## src/design/txbsm_pkg.sv

```systemverilog
`timescale 1ns / 1ps

package txbsm_pkg;

  localparam int unsigned OP_W    = 3;
  localparam int unsigned INDEX_W = 8;
  localparam int unsigned TIME_W  = 32;
  localparam int unsigned SEQ_W   = 16;

  localparam logic [TIME_W-1:0]  NEVER_TIME = 32'hFFFF_FFFF;
  localparam logic [INDEX_W-1:0] NO_SLOT    = 8'hFF;

  typedef enum logic [OP_W-1:0] {
    OP_REQ_FREE  = 3'd0,
    OP_MARK_USED = 3'd1,
    OP_MARK_ATT  = 3'd2,
    OP_MARK_DONE = 3'd3,
    OP_MARK_FAIL = 3'd4,
    OP_PICK_OLD  = 3'd5,
    OP_READ      = 3'd6
  } op_e;

  typedef enum logic [1:0] {
    ST_OK    = 2'd0,
    ST_RANGE = 2'd1,
    ST_STATE = 2'd2,
    ST_NONE  = 2'd3
  } status_e;

  typedef struct packed {
    logic              used;
    logic              waiting;
    logic              attempted;
    logic              processed;
    logic [SEQ_W-1:0]  sequence_no;
    logic [TIME_W-1:0] added_time;
    logic [TIME_W-1:0] sent_time;
  } slot_t;

  typedef struct packed {
    status_e            status;
    logic [INDEX_W-1:0] index;
    slot_t              slot;
  } res_t;

endpackage

```

## src/design/txbsm_if.sv

```systemverilog
`timescale 1ns / 1ps

interface txbsm_op_if import txbsm_pkg::*; ();
  logic               valid;
  logic               ready;
  logic [OP_W-1:0]    operation;
  logic [INDEX_W-1:0] slot_index;
  logic [TIME_W-1:0]  now_time;

  modport source (output valid, operation, slot_index, now_time, input ready);
  modport sink   (input valid, operation, slot_index, now_time, output ready);
endinterface

interface txbsm_res_if import txbsm_pkg::*; ();
  logic               valid;
  logic               ready;
  logic [1:0]         status;
  logic [INDEX_W-1:0] result_index;
  logic               slot_used;
  logic               slot_waiting;
  logic               slot_attempted;
  logic               slot_processed;
  logic [SEQ_W-1:0]   slot_sequence;
  logic [TIME_W-1:0]  slot_added_time;
  logic [TIME_W-1:0]  slot_sent_time;

  modport source (
    output valid, status, result_index, slot_used, slot_waiting, slot_attempted,
           slot_processed, slot_sequence, slot_added_time, slot_sent_time,
    input  ready
  );
  modport sink (
    input  valid, status, result_index, slot_used, slot_waiting, slot_attempted,
           slot_processed, slot_sequence, slot_added_time, slot_sent_time,
    output ready
  );
endinterface

```

## src/design/tx_buffer_slot_manager.sv

```systemverilog
`timescale 1ns / 1ps
// channel | dir | words carried
// op_i    | in  | operation, slot_index, now_time
// res_o   | out | status, result_index, slot flags, sequence, added and sent time
//
// mark and read operations go from accept through one slot-store read, one
// read-modify-write and a load into the output register; a bad index skips the first two.
// request free and pick oldest scan the slot store one read per cycle;
// request free stops at the first free slot.
// reset clears every slot at once through per-slot valid flip-flops; no clearing pass.
// one operation at a time; the next is taken while a result waits in res_o, and
// a stalled res_o holds the block in its final state until the word is taken.

module tx_buffer_slot_manager import txbsm_pkg::*; #(
  parameter int unsigned SLOT_COUNT    = 8,
  parameter int unsigned SEQUENCE_BITS = 16
) (
  input  logic        clk_i,
  input  logic        rst_ni,
  txbsm_op_if.sink    op_i,
  txbsm_res_if.source res_o
);

  localparam int unsigned AW = (SLOT_COUNT > 1) ? $clog2(SLOT_COUNT) : 1;
  localparam int unsigned CW = $clog2(SLOT_COUNT + 1);

  typedef enum logic [1:0] {
    S_IDLE,
    S_SCAN,
    S_EXEC,
    S_DONE
  } state_e;

  state_e                   state_q, state_d;
  op_e                      op_q, op_d;
  logic [INDEX_W-1:0]       idx_q, idx_d;
  logic [TIME_W-1:0]        now_q, now_d;
  logic [CW-1:0]            iss_q, iss_d;
  logic                     ev_q, ev_d;
  logic [AW-1:0]            ev_idx_q, ev_idx_d;
  logic [TIME_W-1:0]        best_time_q, best_time_d;
  logic [AW-1:0]            best_idx_q, best_idx_d;
  slot_t                    best_slot_q, best_slot_d;
  logic [SEQUENCE_BITS-1:0] seq_q, seq_d;
  res_t                     res_q, res_d;
  res_t                     out_q, out_d;
  logic                     out_vld_q, out_vld_d;
  logic [SLOT_COUNT-1:0]    vld_q, vld_d;
  logic                     rd_vld_q, rd_vld_d;

  logic          rd_en;
  logic [AW-1:0] rd_addr;
  logic          wr_en;
  logic [AW-1:0] wr_addr;
  slot_t         wr_data;
  slot_t         rd_data_q;
  slot_t         ent;
  logic          accept;

  slot_t mem_q [SLOT_COUNT];

  always_ff @(posedge clk_i) begin
    if (wr_en) begin
      mem_q[wr_addr] <= wr_data;
    end
  end

  always_ff @(posedge clk_i) begin
    if (rd_en) begin
      rd_data_q <= mem_q[rd_addr];
    end
  end

  // an entry without its valid bit reads as a cleared slot
  assign ent    = rd_vld_q ? rd_data_q : slot_t'('0);
  assign accept = op_i.valid && op_i.ready;

  always_comb begin
    slot_t         nw;
    logic          cand;
    logic [TIME_W-1:0] pick_time;
    logic [AW-1:0] pick_idx;
    slot_t         pick_slot;

    state_d     = state_q;
    op_d        = op_q;
    idx_d       = idx_q;
    now_d       = now_q;
    iss_d       = iss_q;
    ev_d        = 1'b0;
    ev_idx_d    = ev_idx_q;
    best_time_d = best_time_q;
    best_idx_d  = best_idx_q;
    best_slot_d = best_slot_q;
    seq_d       = seq_q;
    res_d       = res_q;
    out_d       = out_q;
    out_vld_d   = out_vld_q;
    vld_d       = vld_q;
    rd_en       = 1'b0;
    rd_addr     = iss_q[AW-1:0];
    wr_en       = 1'b0;
    wr_addr     = idx_q[AW-1:0];
    wr_data     = ent;
    nw          = ent;
    cand        = ent.waiting && !ent.attempted && (ent.added_time < best_time_q);
    pick_time   = cand ? ent.added_time : best_time_q;
    pick_idx    = cand ? ev_idx_q : best_idx_q;
    pick_slot   = cand ? ent : best_slot_q;

    if (out_vld_q && res_o.ready) begin
      out_vld_d = 1'b0;
    end

    case (state_q)
      S_IDLE: begin
        if (op_i.valid) begin
          op_d        = op_e'(op_i.operation);
          idx_d       = op_i.slot_index;
          now_d       = op_i.now_time;
          iss_d       = '0;
          best_time_d = NEVER_TIME;
          best_idx_d  = '0;
          best_slot_d = '0;
          case (op_e'(op_i.operation))
            OP_REQ_FREE, OP_PICK_OLD: begin
              state_d = S_SCAN;
            end
            OP_MARK_USED, OP_MARK_ATT, OP_MARK_DONE, OP_MARK_FAIL, OP_READ: begin
              if ({1'b0, op_i.slot_index} >= (INDEX_W+1)'(SLOT_COUNT)) begin
                res_d   = '{status: ST_RANGE, index: op_i.slot_index, slot: '0};
                state_d = S_DONE;
              end else begin
                rd_en   = 1'b1;
                rd_addr = op_i.slot_index[AW-1:0];
                state_d = S_EXEC;
              end
            end
            default: begin
              res_d   = '{status: ST_NONE, index: NO_SLOT, slot: '0};
              state_d = S_DONE;
            end
          endcase
        end
      end

      S_SCAN: begin
        // reads issue one slot ahead of the evaluation
        rd_en    = (iss_q < CW'(SLOT_COUNT));
        ev_d     = rd_en;
        ev_idx_d = iss_q[AW-1:0];
        if (rd_en) begin
          iss_d = iss_q + CW'(1);
        end
        if (ev_q) begin
          if (op_q == OP_REQ_FREE) begin
            if (!ent.used) begin
              vld_d[ev_idx_q] = 1'b0;
              res_d   = '{status: ST_OK, index: INDEX_W'(ev_idx_q), slot: '0};
              ev_d    = 1'b0;
              state_d = S_DONE;
            end else if (ev_idx_q == AW'(SLOT_COUNT - 1)) begin
              res_d   = '{status: ST_NONE, index: NO_SLOT, slot: '0};
              ev_d    = 1'b0;
              state_d = S_DONE;
            end
          end else begin
            best_time_d = pick_time;
            best_idx_d  = pick_idx;
            best_slot_d = pick_slot;
            if (ev_idx_q == AW'(SLOT_COUNT - 1)) begin
              // a pick time below all ones means some slot qualified
              if (pick_time != NEVER_TIME) begin
                res_d = '{status: ST_OK, index: INDEX_W'(pick_idx), slot: pick_slot};
              end else begin
                res_d = '{status: ST_NONE, index: NO_SLOT, slot: '0};
              end
              ev_d    = 1'b0;
              state_d = S_DONE;
            end
          end
        end
      end

      S_EXEC: begin
        state_d = S_DONE;
        case (op_q)
          OP_READ: begin
            res_d = '{status: ST_OK, index: idx_q, slot: ent};
          end
          OP_MARK_USED: begin
            if (ent.used) begin
              res_d = '{status: ST_STATE, index: idx_q, slot: ent};
            end else begin
              nw.used        = 1'b1;
              nw.waiting     = 1'b1;
              nw.attempted   = 1'b0;
              nw.processed   = 1'b0;
              nw.sequence_no = SEQ_W'(seq_q);
              nw.added_time  = now_q;
              wr_en          = 1'b1;
              wr_data        = nw;
              vld_d[idx_q[AW-1:0]] = 1'b1;
              seq_d          = seq_q + SEQUENCE_BITS'(1);
              res_d          = '{status: ST_OK, index: idx_q, slot: nw};
            end
          end
          OP_MARK_ATT, OP_MARK_DONE, OP_MARK_FAIL: begin
            if (!ent.used) begin
              res_d = '{status: ST_STATE, index: idx_q, slot: ent};
            end else begin
              if (op_q == OP_MARK_ATT) begin
                nw.waiting   = 1'b0;
                nw.attempted = 1'b1;
              end else if (op_q == OP_MARK_DONE) begin
                nw.processed = 1'b1;
                nw.sent_time = now_q;
                nw.used      = 1'b0;
              end else begin
                nw.waiting   = 1'b0;
                nw.processed = 1'b1;
                nw.used      = 1'b0;
              end
              wr_en   = 1'b1;
              wr_data = nw;
              vld_d[idx_q[AW-1:0]] = 1'b1;
              res_d   = '{status: ST_OK, index: idx_q, slot: nw};
            end
          end
          default: begin
            res_d = '{status: ST_NONE, index: NO_SLOT, slot: '0};
          end
        endcase
      end

      S_DONE: begin
        if (!out_vld_q || res_o.ready) begin
          out_d     = res_q;
          out_vld_d = 1'b1;
          state_d   = S_IDLE;
        end
      end

      default: begin
        state_d = S_IDLE;
      end
    endcase

    rd_vld_d = rd_en ? vld_q[rd_addr] : rd_vld_q;
  end

  always_ff @(posedge clk_i or negedge rst_ni) begin
    if (!rst_ni) begin
      state_q     <= S_IDLE;
      op_q        <= OP_REQ_FREE;
      idx_q       <= '0;
      now_q       <= '0;
      iss_q       <= '0;
      ev_q        <= 1'b0;
      ev_idx_q    <= '0;
      best_time_q <= NEVER_TIME;
      best_idx_q  <= '0;
      best_slot_q <= '0;
      seq_q       <= '0;
      res_q       <= '0;
      out_q       <= '0;
      out_vld_q   <= 1'b0;
      vld_q       <= '0;
      rd_vld_q    <= 1'b0;
    end else begin
      state_q     <= state_d;
      op_q        <= op_d;
      idx_q       <= idx_d;
      now_q       <= now_d;
      iss_q       <= iss_d;
      ev_q        <= ev_d;
      ev_idx_q    <= ev_idx_d;
      best_time_q <= best_time_d;
      best_idx_q  <= best_idx_d;
      best_slot_q <= best_slot_d;
      seq_q       <= seq_d;
      res_q       <= res_d;
      out_q       <= out_d;
      out_vld_q   <= out_vld_d;
      vld_q       <= vld_d;
      rd_vld_q    <= rd_vld_d;
    end
  end

  assign op_i.ready            = (state_q == S_IDLE);
  assign res_o.valid           = out_vld_q;
  assign res_o.status          = out_q.status;
  assign res_o.result_index    = out_q.index;
  assign res_o.slot_used       = out_q.slot.used;
  assign res_o.slot_waiting    = out_q.slot.waiting;
  assign res_o.slot_attempted  = out_q.slot.attempted;
  assign res_o.slot_processed  = out_q.slot.processed;
  assign res_o.slot_sequence   = out_q.slot.sequence_no;
  assign res_o.slot_added_time = out_q.slot.added_time;
  assign res_o.slot_sent_time  = out_q.slot.sent_time;

`ifndef ASSERT_OFF
  a_write_in_exec: assert property (@(posedge clk_i) disable iff (!rst_ni)
    wr_en |-> (state_q == S_EXEC))
    else $error("slot store written outside read-modify-write");

  a_accept_leaves_idle: assert property (@(posedge clk_i) disable iff (!rst_ni)
    accept |=> (state_q != S_IDLE))
    else $error("accepted word did not start an operation");

  a_seq_only_on_mark: assert property (@(posedge clk_i) disable iff (!rst_ni)
    (seq_q != $past(seq_q)) |-> $past(wr_en && (op_q == OP_MARK_USED)))
    else $error("sequence counter moved without a mark used");

  a_eval_in_scan: assert property (@(posedge clk_i) disable iff (!rst_ni)
    ev_q |-> (state_q == S_SCAN))
    else $error("scan evaluation outside scan");

  a_out_from_done: assert property (@(posedge clk_i) disable iff (!rst_ni)
    (out_vld_q && !$past(out_vld_q)) |-> $past(state_q == S_DONE))
    else $error("result word loaded outside final state");
`endif

endmodule

```

## src/flat_wrapper.sv

```systemverilog
// flat-port wrapper written by rule: the top's interface ports become plain ports
module tx_buffer_slot_manager_flat import txbsm_pkg::*;
#(
  parameter int unsigned SLOT_COUNT    = 8,
  parameter int unsigned SEQUENCE_BITS = 16
)
  (clk_i, rst_ni, op_i_valid, op_i_operation, op_i_slot_index, op_i_now_time, op_i_ready, res_o_valid, res_o_status, res_o_result_index, res_o_slot_used, res_o_slot_waiting, res_o_slot_attempted, res_o_slot_processed, res_o_slot_sequence, res_o_slot_added_time, res_o_slot_sent_time, res_o_ready);
  txbsm_op_if op_i_i ();
  txbsm_res_if res_o_i ();
  input  logic clk_i;
  input  logic rst_ni;
  input wire logic [$bits(op_i_i.valid)-1:0] op_i_valid;
  input wire logic [$bits(op_i_i.operation)-1:0] op_i_operation;
  input wire logic [$bits(op_i_i.slot_index)-1:0] op_i_slot_index;
  input wire logic [$bits(op_i_i.now_time)-1:0] op_i_now_time;
  output wire logic [$bits(op_i_i.ready)-1:0] op_i_ready;
  output wire logic [$bits(res_o_i.valid)-1:0] res_o_valid;
  output wire logic [$bits(res_o_i.status)-1:0] res_o_status;
  output wire logic [$bits(res_o_i.result_index)-1:0] res_o_result_index;
  output wire logic [$bits(res_o_i.slot_used)-1:0] res_o_slot_used;
  output wire logic [$bits(res_o_i.slot_waiting)-1:0] res_o_slot_waiting;
  output wire logic [$bits(res_o_i.slot_attempted)-1:0] res_o_slot_attempted;
  output wire logic [$bits(res_o_i.slot_processed)-1:0] res_o_slot_processed;
  output wire logic [$bits(res_o_i.slot_sequence)-1:0] res_o_slot_sequence;
  output wire logic [$bits(res_o_i.slot_added_time)-1:0] res_o_slot_added_time;
  output wire logic [$bits(res_o_i.slot_sent_time)-1:0] res_o_slot_sent_time;
  input wire logic [$bits(res_o_i.ready)-1:0] res_o_ready;
  assign op_i_i.valid = op_i_valid;
  assign op_i_i.operation = op_i_operation;
  assign op_i_i.slot_index = op_i_slot_index;
  assign op_i_i.now_time = op_i_now_time;
  assign op_i_ready = op_i_i.ready;
  assign res_o_valid = res_o_i.valid;
  assign res_o_status = res_o_i.status;
  assign res_o_result_index = res_o_i.result_index;
  assign res_o_slot_used = res_o_i.slot_used;
  assign res_o_slot_waiting = res_o_i.slot_waiting;
  assign res_o_slot_attempted = res_o_i.slot_attempted;
  assign res_o_slot_processed = res_o_i.slot_processed;
  assign res_o_slot_sequence = res_o_i.slot_sequence;
  assign res_o_slot_added_time = res_o_i.slot_added_time;
  assign res_o_slot_sent_time = res_o_i.slot_sent_time;
  assign res_o_i.ready = res_o_ready;
  tx_buffer_slot_manager #(.SLOT_COUNT(SLOT_COUNT), .SEQUENCE_BITS(SEQUENCE_BITS)) u_core (.clk_i(clk_i), .rst_ni(rst_ni), .op_i(op_i_i), .res_o(res_o_i));
endmodule
```

## config.mk

```make
export PLATFORM = sky130hd
export DESIGN_NAME = tx_buffer_slot_manager_flat
export DESIGN_NICKNAME = d
export VERILOG_FILES = /design/src/design/txbsm_pkg.sv /design/src/design/txbsm_if.sv /design/src/design/tx_buffer_slot_manager.sv /design/src/flat_wrapper.sv
export SDC_FILE = /design/constraint.sdc
export NUM_CORES = 2
export LEC_CHECK = 0
export ABC_CLOCK_PERIOD_IN_PS = 10350
export BUFFER_PORTS_ARGS = -buffer_cell sky130_fd_sc_hd__buf_4
export CAP_MARGIN = 20
export CORE_MARGIN = 1.5
export CORE_UTILIZATION = 45
export DETAILED_ROUTE_END_ITERATION = 10
export GPL_ROUTABILITY_DRIVEN = 0
export PLACE_DENSITY = 0.67
export SETUP_SLACK_MARGIN = 0.15
export SYNTH_ARGS = -nofsm -noshare
export SYNTH_HDL_FRONTEND = slang
export SYNTH_SLANG_ARGS = --single-unit
export TNS_END_PERCENT = 10
```

## constraint.sdc

```tcl
create_clock -name clk_i -period 10.35 [get_ports clk_i]
set_input_delay 2.07 -clock clk_i [delete_from_list [all_inputs] [get_ports clk_i]]
set_output_delay 2.07 -clock clk_i [all_outputs]
set_load 0.05 [all_outputs]
```

Word level (Yosys, flattened, before mapping)
Memories as Yosys holds them, arrays and structs flattened. A register that Yosys moved wholly into a read port is not among the register bits.
Index checks and enable logic that the tools add are counted.
W data, S select, Z words.

cells by class
  add/subtract/negate cells = 2
  magnitude comparators = 8
  equality and inequality tests = 30
  muxes and demuxes = 87
  bitwise logic cells = 4
  reduce and logical (&&, ||, !) cells = 25

operator list
  cell                     count
  $mux W94                 10
  $mux W84                 7
  $pmux W94 S3             2
  $pmux W84 S2             2
  $mux W32                 6
  $pmux W94 S2             1
  $mux W83                 1
  $pmux W32 S2             1
  $mux W8                  5
  $lt A32 B32 Y1           1
  $ne A32 B32 Y1 const B   1
  $pmux W8 S2              2
  $mux W1                  25
  $mux W3                  8
  $eq A3 B3 Y1 const B     6
  $add A16 B1 Y16 const B  1
  $reduce_and A7 Y1        2
  $eq A3 B2 Y1 const B     4
  $lt A3 B4 Y1 const B     3
  $mux W2                  6
  $reduce_and A3 Y1        3
  $and A8 B8 Y8            1
  $ge A8 B4 Y1 const B     1
  $mux W4                  2
  33 further kinds         55

word-level totals
  register bits = 386
  bits in writable memories = 672
  input port bits = 47
  output and inout port bits = 96
  word-level logic and storage cells = 195
  memories = 1

memories
  name          depth  bits a word  rd ports  clocked after Yosys merged registers in  wr ports  line                          RTL
  u_core.mem_q  8      84           1         1                                        1         tx_buffer_slot_manager.sv:60  slot_t mem_q [SLOT_COUNT];

Depth between registers and ports, before layout
  depth after elaboration = 11
  depth in mapped cells = 17
  mapped depth without buffers = 10

Worst setup path before layout
Ideal clock, no wire load.

  path type = reg-to-reg
  from = reg u_core.rd_vld_q
  to = mem u_core.mem_q[0][0] (netlist name), enable pin
  library setup time = 0.629 ns
  arrival time = 7.285 ns
  data required time = 9.721 ns
  slack = 2.435 ns
  cell stages (with the launch flop) = 8
  buffers on the path = 2
  clock period less this slack = 7.915 ns
  cell sequence = dfrtp_1 -> clkbuf_1 -> clkbuf_1 -> nand2_1 -> or3_1 -> o21ai_0 -> nand3_1 -> nor3_1

on the way
  longest elaborated chain between the ends = 6
  elaborated cells between the ends (all ways) = 7
  classes of those cells = mux: 7

ends and longest elaborated chain
  item                               line                                                          RTL
  start, declared                    tx_buffer_slot_manager.sv:49                                  logic rd_vld_q, rd_vld_d;
  start signal, assigned             tx_buffer_slot_manager.sv:286                                 rd_vld_q <= rd_vld_d;
  $mux W84 (*)                       tx_buffer_slot_manager.sv:75                                  assign ent = rd_vld_q ? rd_data_q : slot_t'('0);
  $mux W1, on equally long branches  tx_buffer_slot_manager.sv:209, tx_buffer_slot_manager.sv:192
  $pmux W1 S2 (*)                    tx_buffer_slot_manager.sv:187                                 case (op_q)
  $mux W1 (*)                        tx_buffer_slot_manager.sv:115                                 case (state_q)
  $mux W1 (*)                        tx_buffer_slot_manager.sv:63                                  if (wr_en) begin
  $mux W1 (implied by the code) (*)  tx_buffer_slot_manager.sv:64                                  mem_q[wr_addr] <= wr_data;
  end, declared                      tx_buffer_slot_manager.sv:60

Mark *: on every way between the ends. The rest lies on a longest branch, timed or not.

Final worst setup path
  from = reg u_core.rd_vld_q
  to = reg u_core.res_q[38] (netlist name)

on the way
  longest elaborated chain between the ends = 11
  elaborated cells between the ends (all ways) = 19
  classes of those cells = order compare: 1; eq/ne: 2; mux: 12; reduce/logical: 4

ends and longest elaborated chain
  item                                                     line                           RTL
  $mux W84 (*)                                             tx_buffer_slot_manager.sv:75
  branches (longest 10 deep; another with $lt A32 B32 Y1)  n/a
  end signal, assigned                                     tx_buffer_slot_manager.sv:282  res_q <= res_d;
  end, declared                                            tx_buffer_slot_manager.sv:45   res_t res_q, res_d;

Every way passes the cells marked *. The select of a mux whose other input is x is not followed.
A chain may end at the register's enable or synchronous reset.

==> results by group <==
CTS
  – TritonCTS Buffers: between 100 and 150
  – Clock root buffer: clkbuf_16
  – H-tree depth: 3
  – Post-CTS setup buffers: 0
  – Reg clk slew, reported paths: about 0.070 ns
  – Post-cts gate resize count: 0
  – CTS tree: done
  – Clk sink count: around 1,100
  – Post-CTS Hold Buffers: 0
  – Skew-Pair Late Insertion Delay: a little over 0.7 ns
  – CTS Buffer Depth: 3

Yosys
  – Compound-Gate Fraction of Synth Area: 8.696%
  – YS warnings: 0
  – Multiplexer share of the synthesized area: between 10% and 20%
  – Most used DFF post-synth: edfxtp_1
  – Synthesized area per cell: about 15 µm²
  – XOR/XNOR share of the synthesized area: less than 1%
  – Ys async rst share: 33.80%
  – Cells after synthesis: roughly 3,200
  – Fraction of the mapped netlist area in adder cells: less than 1%
  – Seq/Total Area, Yosys: between 60% and 70%
  – EDFF count, synth: 756
  – Syn nets: 3,261
  – Main combinational cell family by area after synthesis: multiplexers
  – Register bit total from synthesis: around 1,100
  – Simple-Gate Fraction of Synth Area: under 10%
  – Synth Cell Area: 47,900 µm²
  – Netlist cell types: between 60 and 70

Pwr
  – Clock share of power: a little over a quarter
  – Comb pwr share: between 30 and 40%
  – Worst VDD drop: ~0.00021 V
  – Pwr Density: slightly below 300 nW/µm²
  – Leakage: about 20 nW
  – NetSw: 5.924 mW
  – Int Pwr: 10.03 mW
  – Part of the power in registers: between 40% and 50%
  – Net Sw Frac: between 30% and 40%
  – Total design power: 15.96 mW

STA
  – Setup TNS: 0 ns
  – Post-route setup slack: ~4.6 ns
  – RSZ-0062 raised after global routing: false
  – Slew Viols, Final: 0
  – Fin crit period: approximately 5.8 ns
  – Fmax: between 150 and 200 MHz
  – Max_slew headroom: 22.77%
  – Final number of hold-violating endpoints: 0
  – Skew final: ~0.038 ns
  – Period utilization: about 56%
  – Setup violations, final: 0
  – Hold WS: roughly 0.47 ns
  – Measured slew at the worst slew-check pin: roughly 1.1 ns

Outcome
  – Failing checks: DRC
  – Run status: complete, but fails checks

Final layout
  – Inserted Diodes: 0
  – Area growth syn-to-layout: 13.22%
  – Design area: roughly 54,000 µm²
  – Sequential Area: around 32,000 µm²
  – Area occupied by multi-input gates: between 10,000 and 15,000 µm²
  – Share of post-route cells with drive strength above 1: 25.45%
  – Final #Nets: approximately 3,300
  – Filler instances: 8,667

Route
  – Via density: 6.149
  – DRC errors left: 11
  – Total number of vias: just under 30,000
  – Total wire length: between 100,000 and 150,000 µm
  – Routed length per instance: around 27 µm
  – DRT antenna net count: 0
  – DRT Pass-1 Iters: 9
  – Detailed Route Iter0 Violations: 3,349

Floorplanning
  – Starting Density: a little under half
  – Die area: 108,400 µm²
  – Chip Width: 329.3 µm
  – I/O pins: around 140
  – Height of the die: 329.3 µm
  – CORE AREA: roughly 110,000 µm²
  – Rows: about 120

Place
  – Total placed instance area: ~50,000 µm²
  – PortBufs: roughly 140
  – Place WS: approximately 4.3 ns
  – Post-detail-place hpwl: ~75,000 µm

Setup path
  – Worst setup path startpoint: u_core.rd_vld_q
  – Critical Path Fanout Max: 50
  – Crit Path Class: reg2reg
  – Critical path data required time: about 11 ns
  – FF-to-FF Start: u_core.rd_vld_q
  – Arrival @ worst endpoint: 6.27 ns
  – CP startpoint kind: flop
  – Critical path capture point type: flop

Run
  – Max cap viols: 0

Global routing
  – GRT Total Usage: a little under a quarter
  – First-pass GRT wire length: 190,100 µm
  – Number of global-route vias before repair: between 20,000 and 30,000
  – Grt total ovfl: 0
  – Initial antenna violation count: 6
  – Largest net degree at the start of global routing: about 170

Worst hold path
  – Hold path startpoint: u_core.best_slot_q[44]
  – Worst Hold Class: reg2reg
==> layer usage <==
layer	wire, µm	share of wire, %	GRT usage, %
met5	0	0	0
met4	3966	3.1	7.609
met3	12710	9.9	5.341
met2	59730	46	37.24
met1	52180	41	32.90
==> power groups by stage <==
stage / Clock (mW) / Combinational [mW] / Sequential, mW
floorplan: 0 / 3.33 / 6.58
global placement: 0 / 4.97 / 6.74
detailed placement: 0 / 5.05 / 6.76
CTS: 4.22 / 5.07 / 6.67
global route: 4.39 / 5.45 / 6.74
finish: 4.16 / 5.10 / 6.70
==> critical path, stage by stage (launching register included) <==
cell and delay [ns]:
dfrtp_4 0.91, buf_4 0.69, nand2_1 0.31, or3_1 0.39, a311oi_1 0.35, nand4_4 0.47, o41ai_1 0.72, or4_4 0.81
buf_4 0.64, o31ai_1 0.18
==> logic make-up after synthesis <==
logic type	count (synthesis)
mux	437
compound gates	631
buf+inv	305
xor+xnor	16
simple gates	611
flops	1142
fa+ha+maj	37
==> metrics by stage <==
| stage | cells | util (%) |
|---|---|---|
| after floorplan | 3179 | - |
| after global placement | 4541 | 47.86 |
| after detailed placement | 4541 | 47.86 |
| after CTS | 4750 | 51.44 |
| after global routing | 4750 | 51.44 |
| final | 4750 | 51.44 |
==> path summary, 6_finish.rpt <==
| path | end | slack, ns | depth (start not counted) |
|---|---|---|---|
| worst max-delay path | u_core.res_q[38] | 4.60 | 9 |
| min in group asynchronous | u_core.res_q[72] | 1.38 | 1 |
| max in group asynchronous | u_core.best_slot_q[12] | 7.54 | 2 |
| worst max register to register | u_core.res_q[38] | 4.60 | 9 |
| worst min register to register | u_core.best_slot_q[44] | 0.47 | 2 |
| worst min-delay path | u_core.best_slot_q[44] | 0.47 | 2 |
==> cell usage after synthesis, types with 14 or more instances <==
library cell | number | area [µm²]
mux4_2 | 168 | 3784
o21ai_0 | 193 | 965.9
ha_1 | 35 | 437.9
nand3_1 | 23 | 115.1
a21oi_1 | 100 | 500.5
o31ai_2 | 27 | 337.8
nor3_1 | 22 | 110.1
nand2_1 | 372 | 1396
inv_1 | 78 | 292.8
a22oi_1 | 108 | 810.8
clkbuf_1 | 178 | 668.1
o31ai_1 | 128 | 960.9
nor2_1 | 43 | 161.4
a31oi_1 | 14 | 87.58
mux2i_1 | 43 | 430.4
and2_1 | 14 | 87.58
dfrtp_1 | 354 | 8859
nor4_1 | 54 | 337.8
nand4_1 | 29 | 181.4
edfxtp_1 | 756 | 22700
buf_2 | 32 | 160.2
dfstp_2 | 32 | 840.8
mux2_2 | 226 | 2545
==> layout make-up <==
class,count,share of cell area (%)
clock buffer,163,5.980
clock inverter,46,0.9898
inverter,78,0.5537
multi-input combinational,1732,26.69
sequential,1142,59.75
tap,1391,3.209
timing repair buffer,198,2.824
==> sequential cells by signal, summed over array words and instances (netlist names), 3 cells and up <==
name                          count
u_core.mem_q                    672
u_core.res_q                     94
u_core.best_slot_q               84
u_core.rd_data_q                 84
u_core.best_time_q               32
u_core.now_q                     32
u_core.res_o.slot_added_time     32
u_core.res_o.slot_sent_time      32
u_core.res_o.slot_sequence       16
u_core.seq_q                     16
u_core.idx_q                      8
u_core.res_o.result_index         8
u_core.vld_q                      8
u_core.iss_q                      4
u_core.best_idx_q                 3
u_core.ev_idx_q                   3
u_core.op_q                       3
==> placed cells by master, fill, tap and decap left out, drive strengths merged, types with 5 or more instances in the layout <==
master and n:
ha 35, o21ai 194, clkbuf 163, bufinv 10, and3 12, nor2b 8
nand3 23, mux2 226, clkinv 31, and2 14, buf 198, or3 12
a22oi 108, nor2 43, a22o 5, nor3 22, a21oi 100, mux4 168
and4 5, o31ai 155, nor4 54, nand4 30, edfxtp 756, dfrtp 354
xnor2 12, a31oi 14, o221ai 6, inv 82, o22ai 7, nand2 372
dfstp 32, mux2i 43, nand2b 9, o211ai 6
(Power assumes the default switching activity.)
